File: src/rtl/xcfd_pkg.sv
// Shared types and constants for the XOR-checked frame deframer.
// Holds phase codes, status codes, register indexes and field widths.
// No dependencies.
`timescale 1ns / 1ps

package xcfd_pkg;

	// Field widths
	localparam int BYTE_W   = 8;
	localparam int LEN_W    = 16;
	localparam int STATUS_W = 2;
	localparam int PHASE_W  = 3;
	localparam int CFG_IDX_W = 3;
	localparam int CFG_DATA_W = 16;

	// Hard ceiling on the announced payload length
	localparam logic [LEN_W-1:0] LENGTH_LIMIT = 16'hFFFF;

	// Receive phases
	localparam logic [PHASE_W-1:0] PH_HUNT1 = 3'd0;
	localparam logic [PHASE_W-1:0] PH_HUNT2 = 3'd1;
	localparam logic [PHASE_W-1:0] PH_LENHI = 3'd2;
	localparam logic [PHASE_W-1:0] PH_LENLO = 3'd3;
	localparam logic [PHASE_W-1:0] PH_DATA  = 3'd4;
	localparam logic [PHASE_W-1:0] PH_CHECK = 3'd5;
	localparam logic [PHASE_W-1:0] PH_END1  = 3'd6;
	localparam logic [PHASE_W-1:0] PH_END2  = 3'd7;

	// Frame status codes
	localparam logic [STATUS_W-1:0] ST_OK     = 2'd0;
	localparam logic [STATUS_W-1:0] ST_BADLEN = 2'd1;
	localparam logic [STATUS_W-1:0] ST_BADEND = 2'd2;
	localparam logic [STATUS_W-1:0] ST_BADSUM = 2'd3;

	// Configuration register indexes
	localparam logic [CFG_IDX_W-1:0] REG_START_ONE = 3'd0;
	localparam logic [CFG_IDX_W-1:0] REG_START_TWO = 3'd1;
	localparam logic [CFG_IDX_W-1:0] REG_END_ONE   = 3'd2;
	localparam logic [CFG_IDX_W-1:0] REG_END_TWO   = 3'd3;
	localparam logic [CFG_IDX_W-1:0] REG_MAX_LEN   = 3'd4;

	// Reset values of the configuration registers
	localparam logic [BYTE_W-1:0] RST_START_ONE = 8'hA0;
	localparam logic [BYTE_W-1:0] RST_START_TWO = 8'hA1;
	localparam logic [BYTE_W-1:0] RST_END_ONE   = 8'h0D;
	localparam logic [BYTE_W-1:0] RST_END_TWO   = 8'h0A;
	localparam logic [LEN_W-1:0]  RST_MAX_LEN   = 16'hFFFF;

	// One result transaction
	typedef struct packed {
		logic                payload_valid;
		logic [BYTE_W-1:0]   payload_byte;
		logic                payload_last;
		logic                frame_done;
		logic [STATUS_W-1:0] frame_status;
		logic [LEN_W-1:0]    frame_length;
	} result_t;

endpackage

File: src/rtl/xor_checked_frame_deframer_top.sv
// XOR-checked, length-prefixed frame deframer: start-byte hunt, length header,
// payload pass-through with last mark, checksum and end-byte check.
// A result passes the stage 1 input register and the stage 2 output register on its way to m_tvalid.
// Throughput: one byte per cycle; a low
// m_tready holds both stages and s_tready drops once both are full.
// Reset (arst_n low, asynchronous): hunting for the first start byte, pipeline
// empty, configuration back to 0xA0 / 0xA1 / 0x0D / 0x0A / 65535.
// Depends on xcfd_pkg.
`timescale 1ns / 1ps

module xor_checked_frame_deframer_top (
	input  logic                              clk,
	input  logic                              arst_n,
	// Configuration write port
	input  logic                              cfg_we,
	input  logic [xcfd_pkg::CFG_IDX_W-1:0]    cfg_index,
	input  logic [xcfd_pkg::CFG_DATA_W-1:0]   cfg_data,
	// Received bytes
	input  logic                              s_tvalid,
	output logic                              s_tready,
	input  logic [7:0]                        s_tdata,   // [7:0] in_byte
	// Results
	output logic                              m_tvalid,
	input  logic                              m_tready,
	output logic [23:0]                       m_tdata,   // [7:0] payload_byte, [23:8] frame_length
	output logic                              m_tlast,   // payload_last
	output logic [3:0]                        m_tuser    // [0] payload_valid, [1] frame_done,
	                                                     // [3:2] frame_status
);

	import xcfd_pkg::*;

	// Configuration registers
	logic [BYTE_W-1:0] start_one_q, start_two_q, end_one_q, end_two_q;
	logic [LEN_W-1:0]  max_len_q;

	// Deframer state
	logic [PHASE_W-1:0] phase_q;
	logic [LEN_W-1:0]   len_q;
	logic [LEN_W-1:0]   count_q;
	logic [BYTE_W-1:0]  xor_q;
	logic [BYTE_W-1:0]  check_q;
	logic               end_bad_q;

	// Pipeline registers
	logic              valid_s1;
	logic [BYTE_W-1:0] byte_s1;
	logic              valid_s2;
	result_t           res_s2;

	// Next-state and result logic
	logic               advance;
	logic               fire_s1;
	logic [PHASE_W-1:0] phase_d;
	logic [LEN_W-1:0]   len_d;
	logic [LEN_W-1:0]   count_d;
	logic [BYTE_W-1:0]  xor_d;
	logic [BYTE_W-1:0]  check_d;
	logic               end_bad_d;
	logic [LEN_W-1:0]   len_full;
	logic [LEN_W-1:0]   count_inc;
	result_t            res_d;

	// Output register moves when empty or taken; stage 1 moves with it
	assign advance  = !valid_s2 || m_tready;
	assign s_tready = !valid_s1 || advance;
	assign fire_s1  = valid_s1 && advance;

	// Write configuration registers
	always_ff @(posedge clk or negedge arst_n) begin
		if (!arst_n) begin
			start_one_q <= RST_START_ONE;
			start_two_q <= RST_START_TWO;
			end_one_q   <= RST_END_ONE;
			end_two_q   <= RST_END_TWO;
			max_len_q   <= RST_MAX_LEN;
		end else if (cfg_we) begin
			unique case (cfg_index)
				REG_START_ONE: start_one_q <= cfg_data[BYTE_W-1:0];
				REG_START_TWO: start_two_q <= cfg_data[BYTE_W-1:0];
				REG_END_ONE:   end_one_q   <= cfg_data[BYTE_W-1:0];
				REG_END_TWO:   end_two_q   <= cfg_data[BYTE_W-1:0];
				REG_MAX_LEN:   max_len_q   <= cfg_data[LEN_W-1:0];
				default: ;
			endcase
		end
	end

	// Capture the incoming byte
	always_ff @(posedge clk or negedge arst_n) begin
		if (!arst_n) begin
			valid_s1 <= 1'b0;
		end else if (s_tready) begin
			valid_s1 <= s_tvalid;
		end
	end

	always_ff @(posedge clk) begin
		if (s_tready && s_tvalid) begin
			byte_s1 <= s_tdata;
		end
	end

	assign len_full  = {len_q[LEN_W-1:BYTE_W], byte_s1};
	assign count_inc = count_q + LEN_W'(1);

	// Decode one byte against the current phase
	always_comb begin
		phase_d   = phase_q;
		len_d     = len_q;
		count_d   = count_q;
		xor_d     = xor_q;
		check_d   = check_q;
		end_bad_d = end_bad_q;
		res_d     = '0;
		unique case (phase_q)
			PH_HUNT1: begin
				if (byte_s1 == start_one_q) phase_d = PH_HUNT2;
			end
			PH_HUNT2: begin
				if (byte_s1 == start_two_q) phase_d = PH_LENHI;
				else if (byte_s1 == start_one_q) phase_d = PH_HUNT2;
				else phase_d = PH_HUNT1;
			end
			PH_LENHI: begin
				len_d   = {byte_s1, {BYTE_W{1'b0}}};
				phase_d = PH_LENLO;
			end
			PH_LENLO: begin
				len_d = len_full;
				if (len_full == '0 || len_full > LENGTH_LIMIT || len_full > max_len_q) begin
					res_d.frame_done   = 1'b1;
					res_d.frame_status = ST_BADLEN;
					res_d.frame_length = len_full;
					phase_d            = PH_HUNT1;
				end else begin
					count_d = '0;
					xor_d   = '0;
					phase_d = PH_DATA;
				end
			end
			PH_DATA: begin
				res_d.payload_valid = 1'b1;
				res_d.payload_byte  = byte_s1;
				res_d.frame_length  = len_q;
				xor_d               = xor_q ^ byte_s1;
				count_d             = count_inc;
				if (count_inc >= len_q) begin
					res_d.payload_last = 1'b1;
					phase_d            = PH_CHECK;
				end
			end
			PH_CHECK: begin
				check_d = byte_s1;
				phase_d = PH_END1;
			end
			PH_END1: begin
				end_bad_d = (byte_s1 != end_one_q);
				phase_d   = PH_END2;
			end
			PH_END2: begin
				res_d.frame_done   = 1'b1;
				res_d.frame_length = len_q;
				if (end_bad_q || byte_s1 != end_two_q) res_d.frame_status = ST_BADEND;
				else if (xor_q != check_q) res_d.frame_status = ST_BADSUM;
				else res_d.frame_status = ST_OK;
				phase_d = PH_HUNT1;
			end
			default: phase_d = PH_HUNT1;
		endcase
	end

	// Advance deframer state
	always_ff @(posedge clk or negedge arst_n) begin
		if (!arst_n) begin
			phase_q   <= PH_HUNT1;
			len_q     <= '0;
			count_q   <= '0;
			xor_q     <= '0;
			check_q   <= '0;
			end_bad_q <= 1'b0;
		end else if (fire_s1) begin
			phase_q   <= phase_d;
			len_q     <= len_d;
			count_q   <= count_d;
			xor_q     <= xor_d;
			check_q   <= check_d;
			end_bad_q <= end_bad_d;
		end
	end

	// Hold the result until the transaction completes
	always_ff @(posedge clk or negedge arst_n) begin
		if (!arst_n) begin
			valid_s2 <= 1'b0;
		end else if (advance) begin
			valid_s2 <= valid_s1;
		end
	end

	always_ff @(posedge clk) begin
		if (fire_s1) begin
			res_s2 <= res_d;
		end
	end

	assign m_tvalid = valid_s2;
	assign m_tdata  = {res_s2.frame_length, res_s2.payload_byte};
	assign m_tlast  = res_s2.payload_last;
	assign m_tuser  = {res_s2.frame_status, res_s2.frame_done, res_s2.payload_valid};

`ifndef SYNTHESIS
	// A result never carries payload and frame end together
	a_kind_exclusive: assert property (@(posedge clk) disable iff (!arst_n)
		m_tvalid |-> !(m_tuser[0] && m_tuser[1]))
		else $error("payload and frame end in one result");

	// Last mark only on payload results
	a_last_on_payload: assert property (@(posedge clk) disable iff (!arst_n)
		(m_tvalid && m_tlast) |-> m_tuser[0])
		else $error("last mark without payload");

	// Nonzero status only on frame end
	a_status_on_done: assert property (@(posedge clk) disable iff (!arst_n)
		(m_tvalid && m_tuser[3:2] != ST_OK) |-> m_tuser[1])
		else $error("status without frame end");

	// After a frame end the deframer hunts again
	a_hunt_after_done: assert property (@(posedge clk) disable iff (!arst_n)
		(fire_s1 && res_d.frame_done) |=> phase_q == PH_HUNT1)
		else $error("no return to hunting after frame end");

	// Last payload byte moves to the checksum phase
	a_check_after_last: assert property (@(posedge clk) disable iff (!arst_n)
		(fire_s1 && res_d.payload_last) |=> phase_q == PH_CHECK)
		else $error("no checksum phase after last payload byte");
`endif

endmodule
File: config.mk
export PLATFORM = sky130hd
export DESIGN_NAME = xor_checked_frame_deframer_top
export DESIGN_NICKNAME = d
export VERILOG_FILES = /design/src/rtl/xcfd_pkg.sv /design/src/rtl/xor_checked_frame_deframer_top.sv
export SDC_FILE = /design/constraint.sdc
export NUM_CORES = 1
export LEC_CHECK = 0
export ABC_CLOCK_PERIOD_IN_PS = 2300
export BUFFER_PORTS_ARGS = -buffer_cell sky130_fd_sc_hd__buf_4
export CORE_UTILIZATION = 54
export DETAILED_ROUTE_END_ITERATION = 8
export PLACE_DENSITY = 0.78
export SETUP_SLACK_MARGIN = 0.4
export SKIP_LAST_GASP = 1
export SLEW_MARGIN = 20
export SYNTH_ARGS = -nofsm -noshare
export SYNTH_HDL_FRONTEND = slang
export SYNTH_SLANG_ARGS = --single-unit
File: constraint.sdc
create_clock -name clk -period 2.3 [get_ports clk]
set_input_delay 0.69 -clock clk [delete_from_list [all_inputs] [get_ports clk]]
set_output_delay 0.69 -clock clk [all_outputs]
set_load 0.05 [all_outputs]
==> metrics.md, run 1 <==
| Metric | Value |
|---|---|
| Status | `finished, violations left` |
| Failing checks | `DRC, setup timing` |
| Post-synth top flop | `dfrtp_1` |
| Placed inst area | `8245 um2` |
| Min Hold Slack | `between 0.2 and 0.25 ns` |
| Worst clock skew | `0.009619 ns` |
| Mapped cell area | `7118 um2` |
| # IOs | `63` |
| Largest net degree at the start of global routing | `55` |
| Slew HR | `0.4365` |
| Clock transition at the registers of the reported paths | `approximately 0.06 ns` |
| Final HPWL DP | `12100 um` |
| Syn Inst Count | `~670` |
| Adder-Cell Fraction of Synth Area | `0.05801` |
| Leakage power | `4.009 nW` |
| Final min period | `2.586 ns` |
| Max-Cap Viols | `0` |
| Crit path kind | `reg -> reg` |
| Synth Area in XOR/XNOR | `0.06767` |
| Commonest non-fill, non-tap cell in the layout | `buf_4` |
| Synth async-reset ratio | `0.7338` |
| Antenna cells | `0` |
| Die width | `116.8 um` |
| Final Hold Viols | `0` |
| Die area | `13640 um2` |
| Design area | `~9400 um2` |
| Synth area leader | `dfrtp_1` |
| Synth warn | `0` |
| Delay-heaviest family, CP | `compound AO/OA/AOI/OAI gates` |
| First-pass GRT wire length | `29620 um` |
| Count of state elements after synthesis | `139` |
| Fillers | `794` |
| Critical Path RT | `roughly 2.6 ns` |
| Tightest Pin Transition | `about 0.84 ns` |
| Setup ws final | `-0.2857 ns` |
| CP Max Fanout | `8` |
| Power density over the cells | `764.4 nW/um2` |
| DRT antenna net count | `0` |
| Length of the first detailed-routing pass in iterations | `9` |
| Vias in the first global route | `5804` |
| Area growth syn-to-layout | `31.73%` |
| Max VDD drop | `approximately 0.72 mV` |
| Overall power | `7.167 mW` |
| Vias per cell | `5.916` |
| Core Rows | `41` |
| Worst Path Buf+Inv | `2` |
| Clock Latency Late Sink | `0.43 ns` |
| Share of layout cells above drive strength 1 | `0.4115` |
| CTS tree | `done` |
| Die height | `around 120 um` |
| Initial Util | `0.5595` |
| Mean Syn Cell Area | `roughly 11 um2` |
| Port bufs | `62` |
| DRT Wirelength | `19590 um` |
| Leading cell types in the layout, fill and taps excluded | `buf_4, nand2_1, dfrtp_1` |
| Critical path arrival | `2.91 ns` |
| Critical-path cell list | `inv_2, ha_4, nor2b_1, o211ai_1, a211oi_4, o31ai_4, and3_4, clkbuf_16, nor3_2` |
| CTS Hold Bufs | `0` |
| Post-synthesis mux area share | `0.07330` |
| Initial DRC Count | `587` |
| Via count | `about 5700` |
| H-tree depth | `4` |
| Post-synth EDFFs | `37` |
| Sequential fraction of the synthesis area | `0.5192` |
| Min-Delay Path Class | `in -> async` |
| Worst-case clock buffer depth | `2` |
| CTS root buffer | `clkbuf_16` |
| Pre-CTS setup slack | `-0.1524 ns` |
| Netlist cell types | `52` |
| CP max-delay cell | `dfstp_2` |
| RSZ-0062 raised after global routing | `true` |
| Initial antenna violation count | `0` |
| Post-synthesis net count | `731` |
| Total Routing Usage GR | `0.2979` |
| Simple-gate share of the synthesized area | `0.1385` |
| Worst Setup End Kind | `flop` |
| Wire per inst | `roughly 20 um` |
| CP Launch Type | `flop` |
| Post-synth top area share | `0.2672` |
| Dpl cells | `918` |
| Nets | `between 800 and 900` |
| Final Instance Count excl. Fillers | `between 900 and 1000` |
| Num CTS Buffers | `17` |
| Ranking of synthesized cells by area | `dfrtp_1, edfxtp_1, dfstp_2` |
| Gpl congestion | `around 0.89` |
| Clock sink count | `around 140` |
| Delay of the slowest critical-path stage | `0.54 ns` |
| Final period util | `1.124` |
| Core area | `12720 um2` |
| Slew Viols, Final | `0` |
| Achievable Freq | `between 0.3 and 0.4 GHz` |
| Post-route DRC | `1` |
| Final setup violation count | `44` |
| Post-synthesis compound-gate area fraction | `0.1002` |
| GRT overflow | `0` |
| Largest family of logic cells by synthesized area | `simple AND/OR/NAND/NOR gates` |
[area by class of cell]
cell class                 count  area [um2]  share of cell area
tap                          172       215.2             0.02295
sequential                   139        3700              0.3946
timing repair buffer         133        1110              0.1184
multi-input combinational    459        3587              0.3826
clock buffer                  22       516.7             0.05511
clock inverter                10       120.1             0.01281
inverter                      34       127.6             0.01361
[timing repair]
item,4_1_cts,5_1_grt
resized for setup,44,41
pin swaps,20,15
setup endpoints to repair,48,68
gates cloned,1,2
setup buffers,10,6
[synthesized netlist by cell type (3+ instances only)]
cell	number
nand2_1	77
mux2_2	41
buf_6	4
ha_1	33
nor2b_1	4
clkbuf_1	17
a22oi_1	3
xor2_1	23
dfrtp_1	76
or3_1	3
nand3_1	11
and2_1	17
xnor2_1	32
a21o_1	3
a31oi_1	8
o31ai_1	4
dfstp_2	26
edfxtp_1	37
nand2b_1	4
inv_1	32
nor2_1	27
a21oi_1	36
and3_1	6
nor3_1	11
nor4_1	10
mux2i_1	6
buf_2	10
o21ai_0	62
nand4_1	14
[where the power goes]
part	internal [mW]	total (mW)	switching, mW	leakage, nW
sequential	2.84	2.99	0.141	1.57
combinational	0.578	1.27	0.695	2.12
clock	1.82	2.91	1.09	0.315
[layer usage]
layer  global-route usage  vias to the layer above  wire length, um
met5                    0                        -                0
met4               0.1662                        0              976
met3              0.07209                       89             1311
met2               0.4970                      272             9707
met1               0.3562                     2809             7590
li1                     -                     2563                -
[per-stage QoR]
stage,utilization,setup TNS (ns)
finish,0.7370,-9.227
global route,0.7370,-10.64
CTS,0.7168,-0.07098
detailed placement,0.6481,-0.9524
global placement,0.6481,-0.06206
floorplan,-,0
[path summary, 6_finish.rpt]
path	start	to	slack, ns	cells after the start
max	max_len_q[1]$_DFFE_PN1P_	count_q[12]$_DFFE_PN0P_	-0.29	9
min	arst_n	xor_q[3]$_DFFE_PN0P_	0.22	1
max reg2reg	max_len_q[1]$_DFFE_PN1P_	count_q[12]$_DFFE_PN0P_	-0.29	9
min reg2reg	end_bad_q$_DFFE_PN0P_	end_bad_q$_DFFE_PN0P_	0.50	1
max in group asynchronous	arst_n	end_one_q[0]$_DFFE_PN1P_	1.37	2
min in group clk	s_tdata[5]	byte_s1[5]$_DFFE_PP_	0.43	1
[sequential cells by signal (all words and copies together), names as in the netlist, 16 cells and up]
name and cells:
count_q 16, len_q 16, m_tdata 24, max_len_q 16
[cells by family after synthesis]
kind of cell / Yosys count
flip-flops: 139
XOR/XNOR: 55
AO/OA/AOI/OAI: 127
buffers and inverters: 68
multiplexers: 47
adder cells (fa/ha/maj): 33
AND/OR/NAND/NOR: 197
No activity file was read; power rests on OpenSTA's default activity.
==> run 2, diff against run 1 <==
--- a/config.mk
+++ b/config.mk
@@ -5,11 +5,11 @@
 export SDC_FILE = /design/constraint.sdc
 export NUM_CORES = 1
 export LEC_CHECK = 0
-export ABC_CLOCK_PERIOD_IN_PS = 2300
+export ABC_CLOCK_PERIOD_IN_PS = 2400
 export BUFFER_PORTS_ARGS = -buffer_cell sky130_fd_sc_hd__buf_4
-export CORE_UTILIZATION = 54
+export CORE_UTILIZATION = 55
 export DETAILED_ROUTE_END_ITERATION = 8
-export PLACE_DENSITY = 0.78
+export PLACE_DENSITY = 0.74
 export SETUP_SLACK_MARGIN = 0.4
 export SKIP_LAST_GASP = 1
 export SLEW_MARGIN = 20
==> constraint.sdc (replaced) <==
create_clock -name clk -period 2.4 [get_ports clk]
set_input_delay 0.72 -clock clk [delete_from_list [all_inputs] [get_ports clk]]
set_output_delay 0.72 -clock clk [all_outputs]
set_load 0.05 [all_outputs]
==> metrics.md, run 2 (synthesized netlist as in run 1, its figures left out) <==
| Metric | Value |
|---|---|
| Total Routing Usage GR | `0.2807 (was 0.2979)` |
| RSZ-0062 raised after global routing | `true (unchanged)` |
| Port bufs | `62 (unchanged)` |
| Fillers | `884 (was 794)` |
| CTS root buffer | `clkbuf_16 (unchanged)` |
| Crit path kind | `reg -> reg (unchanged)` |
| Vias per cell | `5.665 (was 5.916)` |
| Critical path arrival | `2.72 ns (was 2.91 ns)` |
| Via count | `5461 (was 5733)` |
| Antenna cells | `0 (unchanged)` |
| Achievable Freq | `0.4130 GHz (was 0.3867 GHz)` |
| Critical-path cell list | `inv_2, ha_4, nor2b_4, o211ai_1, a211oi_4, o31ai_4, and3_4, buf_12, nor2_2 (was inv_2, ha_4, nor2b_1, o211ai_1, a211oi_4, o31ai_4, and3_4, clkbuf_16, nor3_2)` |
| Largest net degree at the start of global routing | `45 (was 55)` |
| DRT antenna net count | `0 (unchanged)` |
| Leakage power | `3.978 nW (was 4.009 nW)` |
| Worst clock skew | `0.006825 ns (was 0.009619 ns)` |
| Pre-CTS setup slack | `-0.1168 ns (was -0.1524 ns)` |
| Power density over the cells | `717.9 nW/um2 (was 764.4 nW/um2)` |
| Clock sink count | `139 (unchanged)` |
| CTS tree | `done (unchanged)` |
| Tightest Pin Transition | `0.4897 ns (was 0.8422 ns)` |
| CTS Hold Bufs | `0 (unchanged)` |
| First-pass GRT wire length | `27840 um (was 29620 um)` |
| Die height | `115.8 um (was 116.8 um)` |
| CP Launch Type | `flop (unchanged)` |
| Fin Setup TNS | `-0.1699 ns (was -9.227 ns)` |
| Clock transition at the registers of the reported paths | `0.06 ns (about the same)` |
| Dpl cells | `918 (unchanged)` |
| Delay-heaviest family, CP | `compound AO/OA/AOI/OAI gates (unchanged)` |
| Min-Delay Path Class | `in -> async (unchanged)` |
| # IOs | `63 (unchanged)` |
| Vias in the first global route | `5439 (was 5804)` |
| Initial Util | `0.5640 (was 0.5595)` |
| Util after Layout | `0.7350 (was 0.7370)` |
| Met3 wire len | `750 um (was 1311 um)` |
| Leading cell types in the layout, fill and taps excluded | `buf_4, nand2_1, dfrtp_1 (unchanged)` |
| M1 wire length | `7551 um (was 7590 um)` |
| Core area | `12620 um2 (was 12720 um2)` |
| Initial DRC Count | `373 (was 587)` |
| Storage cell area | `3696 um2 (was 3700 um2)` |
| Final HPWL DP | `12030 um (was 12100 um)` |
| Core Rows | `41 (unchanged)` |
| Placed inst area | `8220 um2 (was 8245 um2)` |
| Share of layout cells above drive strength 1 | `0.3914 (was 0.4115)` |
| Worst Setup End Kind | `flop (unchanged)` |
| Slew HR | `0.6732 (was 0.4365)` |
| Max VDD drop | `0.5787 mV (was 0.7220 mV)` |
| Num CTS Buffers | `17 (unchanged)` |
| Post-route DRC | `0 (was 1)` |
| Initial antenna violation count | `0 (unchanged)` |
| Final min period | `2.421 ns (was 2.586 ns)` |
| Final period util | `1.009 (was 1.124)` |
| Top Layer Used | `met4 (unchanged)` |
| Final Instance Count excl. Fillers | `964 (was 969)` |
| DRT Wirelength | `17760 um (was 19590 um)` |
| Status | `finished, violations left (unchanged)` |
| Worst Path Buf+Inv | `2 (unchanged)` |
| Wire per inst | `18.42 um (was 20.21 um)` |
| Nets | `844 (was 849)` |
| Failing checks | `setup timing (was DRC, setup timing)` |
| Die area | `13400 um2 (was 13640 um2)` |
| Critical Path RT | `2.70 ns (was 2.62 ns)` |
| Clock Latency Late Sink | `0.42 ns (was 0.43 ns)` |
| Setup ws final | `-0.02112 ns (was -0.2857 ns)` |
| Design area | `9275 um2 (was 9376 um2)` |
| Max FFs per register | `24 (unchanged)` |
| H-tree depth | `4 (unchanged)` |
| Worst-case clock buffer depth | `2 (unchanged)` |
| DR WL met2 | `8970 um (was 9707 um)` |
| Length of the first detailed-routing pass in iterations | `5 (was 9)` |
| Slew Viols, Final | `0 (unchanged)` |
| Multi-input gate area | `3571 um2 (was 3587 um2)` |
| Commonest non-fill, non-tap cell in the layout | `buf_4 (unchanged)` |
| Final setup violation count | `14 (was 44)` |
| Overall power | `6.659 mW (was 7.167 mW)` |
| CP max-delay cell | `dfstp_2 (unchanged)` |
| Final Hold Viols | `0 (unchanged)` |
| CP Max Fanout | `8 (unchanged)` |
| Max-Cap Viols | `0 (unchanged)` |
| Die width | `115.8 um (was 116.8 um)` |
| Min Hold Slack | `0.1755 ns (was 0.2241 ns)` |
| GRT overflow | `0 (unchanged)` |
| Gpl congestion | `0.8519 (was 0.8917)` |
| Delay of the slowest critical-path stage | `0.53 ns (was 0.54 ns)` |
| Area growth syn-to-layout | `30.30% (was 31.73%)` |
[run 2: cell count changes in the layout (fill, tap and decap cells not counted), sizes merged]
cell,change
buf,-3
clkinv,+5
inv,-6
clkbuf,-2
bufinv,+1
[run 2: final timing paths]
| path | to | cells past startpoint | from | slack, ns |
|---|---|---|---|---|
| setup reg to reg | xor_q[4]$_DFFE_PN0P_ | 9 | max_len_q[1]$_DFFE_PN1P_ | -0.02 |
| min in group clk | byte_s1[6]$_DFFE_PP_ | 1 | s_tdata[6] | 0.47 |
| setup / recovery | xor_q[4]$_DFFE_PN0P_ | 9 | max_len_q[1]$_DFFE_PN1P_ | -0.02 |
| max in group asynchronous | max_len_q[12]$_DFFE_PN1P_ | 2 | arst_n | 1.59 |
| hold / removal | m_tvalid$_DFFE_PN0P_ | 1 | arst_n | 0.18 |
| hold reg to reg | end_bad_q$_DFFE_PN0P_ | 1 | end_bad_q$_DFFE_PN0P_ | 0.51 |
[run 2: area by class of cell]
cell class / count / area share
clock inverters: 10 / 0.01497
well taps: 172 / 0.02320
clock buffers: 22 / 0.05126
multi-input cells: 459 / 0.3850
flip-flops and latches: 139 / 0.3985
inverters: 34 / 0.01376
repair buffers: 128 / 0.1133
[run 2: repair_timing]
| action | CTS | global route |
|---|---|---|
| buffers inserted | 9 | 5 |
| pin swaps | 20 | 10 |
| setup endpoints to repair | 47 | 55 |
| resized for setup | 54 | 34 |
[run 2: power by group]
part           switching (mW)  total, mW  internal [mW]
clock                   0.981       2.70           1.72
combinational           0.606       1.10          0.495
sequential              0.130       2.86           2.73
total                    1.72       6.66           4.94
[run 2: layer usage]
| metal | global-route usage | vias to the layer above |
|---|---|---|
| met4 | 0.1256 | 0 |
| met3 | 0.05544 | 35 |
| li1 | - | 2555 |
| met1 | 0.3540 | 2720 |
| met2 | 0.4698 | 151 |
| met5 | 0 | - |
==> run 3, diff against run 2 <==
--- a/config.mk
+++ b/config.mk
@@ -7,11 +7,10 @@
 export LEC_CHECK = 0
 export ABC_CLOCK_PERIOD_IN_PS = 2400
 export BUFFER_PORTS_ARGS = -buffer_cell sky130_fd_sc_hd__buf_4
-export CORE_UTILIZATION = 55
+export CORE_UTILIZATION = 32
 export DETAILED_ROUTE_END_ITERATION = 8
-export PLACE_DENSITY = 0.74
+export PLACE_DENSITY = 0.47
 export SETUP_SLACK_MARGIN = 0.4
-export SKIP_LAST_GASP = 1
 export SLEW_MARGIN = 20
 export SYNTH_ARGS = -nofsm -noshare
 export SYNTH_HDL_FRONTEND = slang
==> metrics.md, run 3 (synthesized netlist as in run 1, its figures left out) <==
| Metric | Value |
|---|---|
| Achievable Freq | `0.4138 GHz (was 0.4130 GHz)` |
| Die height | `151.1 um (was 115.8 um)` |
| Gpl congestion | `0.8390 (was 0.8519)` |
| Post-route DRC | `0 (unchanged)` |
| Slew HR | `0.6627 (was 0.6732)` |
| Final HPWL DP | `13170 um (was 12030 um)` |
| Delay of the slowest critical-path stage | `0.38 ns (was 0.53 ns)` |
| RR Endpoint | `phase_q[0]$_DFFE_PN0P_ (was xor_q[4]$_DFFE_PN0P_)` |
| Reg-to-Reg Start | `count_q[1]$_DFFE_PN0P_ (was max_len_q[1]$_DFFE_PN1P_)` |
| Wire per inst | `17.27 um (was 18.42 um)` |
| Clock Latency Late Sink | `0.42 ns (about the same)` |
| Max-Cap Viols | `0 (unchanged)` |
| Tightest Pin Transition | `0.5055 ns (was 0.4897 ns)` |
| H-tree depth | `4 (unchanged)` |
| Worst-case reg-to-reg path depth | `11 (was 9)` |
| Leading cell types in the layout, fill and taps excluded | `buf_4, dfrtp_1, nand2_1 (was buf_4, nand2_1, dfrtp_1)` |
| Worst Path Buf+Inv | `2 (unchanged)` |
| Fillers | `2068 (was 884)` |
| Clock sink count | `139 (unchanged)` |
| Worst-case clock buffer depth | `2 (unchanged)` |
| Final min period | `2.417 ns (was 2.421 ns)` |
| Critical-path cell list | `and4_4, nand4_1, buf_4, buf_6, xnor2_2, ha_1, a21o_1, nand3_2, a21oi_2, nor4_2, o31ai_1 (was inv_2, ha_4, nor2b_4, o211ai_1, a211oi_4, o31ai_4, and3_4, buf_12, nor2_2)` |
| Slew Viols, Final | `0 (unchanged)` |
| DRT antenna net count | `0 (unchanged)` |
| Setup ws final | `-0.01681 ns (was -0.02112 ns)` |
| Die area | `22840 um2 (was 13400 um2)` |
| Failing checks | `setup timing (unchanged)` |
| Largest net degree at the start of global routing | `52 (was 45)` |
| Initial antenna violation count | `0 (unchanged)` |
| Final Hold Viols | `0 (unchanged)` |
| Vias in the first global route | `5637 (was 5439)` |
| Critical path arrival | `2.71 ns (was 2.72 ns)` |
| Vias per cell | `4.871 (was 5.665)` |
| Power density over the cells | `681.3 nW/um2 (was 717.9 nW/um2)` |
| Share of layout cells above drive strength 1 | `0.4186 (was 0.3914)` |
| Nets | `857 (was 844)` |
| RSZ-0062 raised after global routing | `true (unchanged)` |
| Max VDD drop | `0.4110 mV (was 0.5787 mV)` |
| Antenna cells | `0 (unchanged)` |
| Delay-heaviest family, CP | `simple AND/OR/NAND/NOR gates (was compound AO/OA/AOI/OAI gates)` |
| Via count | `5285 (was 5461)` |
| Area growth syn-to-layout | `35.17% (was 30.30%)` |
| DRT Wirelength | `18740 um (was 17760 um)` |
| Final setup violation count | `1 (was 14)` |
| Die width | `151.1 um (was 115.8 um)` |
| Reg2reg setup slack | `-0.02 ns (about the same)` |
| GRT overflow | `0 (unchanged)` |
| CP Launch Type | `flop (unchanged)` |
| CP max-delay cell | `dfrtp_1 (was dfstp_2)` |
| # IOs | `63 (unchanged)` |
| Initial Util | `0.3262 (was 0.5640)` |
| Worst clock skew | `0.006865 ns (was 0.006825 ns)` |
| Core Rows | `54 (was 41)` |
| Overall power | `6.556 mW (was 6.659 mW)` |
| Total Routing Usage GR | `0.1785 (was 0.2807)` |
| Core area | `21820 um2 (was 12620 um2)` |
| Initial DRC Count | `255 (was 373)` |
| Worst Setup End Kind | `flop (unchanged)` |
| Util after Layout | `0.4409 (was 0.7350)` |
| Leakage power | `4.036 nW (was 3.978 nW)` |
| Clock transition at the registers of the reported paths | `0.06 ns (about the same)` |
| Status | `finished, violations left (unchanged)` |
| CP Max Fanout | `3 (was 8)` |
| Crit path kind | `reg -> reg (unchanged)` |
| Max FFs per register | `24 (unchanged)` |
| Pre-CTS setup slack | `-0.3177 ns (was -0.1168 ns)` |
| Dpl cells | `1032 (was 918)` |
| Port bufs | `62 (unchanged)` |
| CTS tree | `done (unchanged)` |
| Min-Delay Path Class | `in -> async (unchanged)` |
| Final Instance Count excl. Fillers | `1085 (was 964)` |
| CTS root buffer | `clkbuf_16 (unchanged)` |
| Commonest non-fill, non-tap cell in the layout | `buf_4 (unchanged)` |
| First-pass GRT wire length | `30420 um (was 27840 um)` |
| Length of the first detailed-routing pass in iterations | `4 (was 5)` |
| Final period util | `1.007 (was 1.009)` |
| Critical Path RT | `2.69 ns (was 2.70 ns)` |
| Num CTS Buffers | `17 (unchanged)` |
-- run 3: cell count changes in the layout (fill, tap and decap cells not counted), moves of 3 or more --
cell       delta
and2_1        -4
inv_6         +3
buf_4        +10
bufinv_16     -3
xor2_2        +3
xnor2_2       +3
xnor2_1       -4
and2_4        +4
buf_16        +3
xor2_1        -3
-- run 3: what timing repair did --
item                                    4_1_cts  5_1_grt
hold buffers                                  0        0
pin swaps                                    31       16
endpoints found under the setup margin       47       55
buffers inserted                             14        4
endpoints found under the hold margin         0        0
gates cloned                                  3        0
gates resized for setup                      73       29
-- run 3: report_power, final --
group / switching (mW) / internal [mW]
clock: 1.07 / 1.52
combinational: 0.599 / 0.516
sequential: 0.127 / 2.72
total: 1.79 / 4.76
-- run 3: per-layer routing --
layer  vias to the layer above  global-route usage  wire length [um]
li1                       2578                   -                 -
met1                      2631              0.2313              8782
met2                        65              0.3050              9343
met3                        11             0.03614               479
met4                         0             0.04050               137
met5                         -                   0                 0
-- run 3: worst max-delay path by stage --
stage | startpoint | endpoint | slack, ns | depth (start not counted)
final | count_q[1]$_DFFE_PN0P_ | phase_q[0]$_DFFE_PN0P_ | -0.02 | 11
after global routing | count_q[2]$_DFFE_PN0P_ | m_tlast$_SDFFCE_PN0P_ | -0.14 | 9
after CTS | count_q[1]$_DFFE_PN0P_ | phase_q[0]$_DFFE_PN0P_ | -0.06 | 11
after detailed placement | count_q[1]$_DFFE_PN0P_ | phase_q[0]$_DFFE_PN0P_ | -0.32 | 11
after global placement | count_q[1]$_DFFE_PN0P_ | phase_q[0]$_DFFE_PN0P_ | -0.32 | 11
after floorplan | count_q[2]$_DFFE_PN0P_ | phase_q[0]$_DFFE_PN0P_ | 0.11 | 11
-- run 3: layout make-up --
cell class,instances,area [um2],area share
Multi-Input combinational cell,459,3655,0.3798
Timing Repair Buffer,141,1210,0.1257
Sequential cell,139,3696,0.3841
Clock inverter,10,75.07,0.007802
Inverter,34,127.6,0.01326
Clock buffer,22,508.0,0.05280
Tap cell,280,350.3,0.03641
-- run 3: metrics by stage --
stage	instance area [um2]	setup TNS, ns	hold WS [ns]
5_1_grt	9622	-1.829	0.2251
3_3_place_gp	8413	-0.5500	0.4564
3_5_place_dp	8413	-0.5945	0.4645
2_1_floorplan	7312	0	0.4244
4_1_cts	9462	-0.05625	0.2146
6_report	9622	-0.01681	0.2149
-- run 3: worst register-to-register path, delay by kind of cell (launching register included) --
kind,cells,cell delay (ns)
and+or+nand+nor,4,0.81
DFF,1,0.38
AOI/OAI and AO/OA,3,0.34
buffers and inverters,2,0.31
adders and majority gates,1,0.30
xor gates and xnor gates,1,0.12
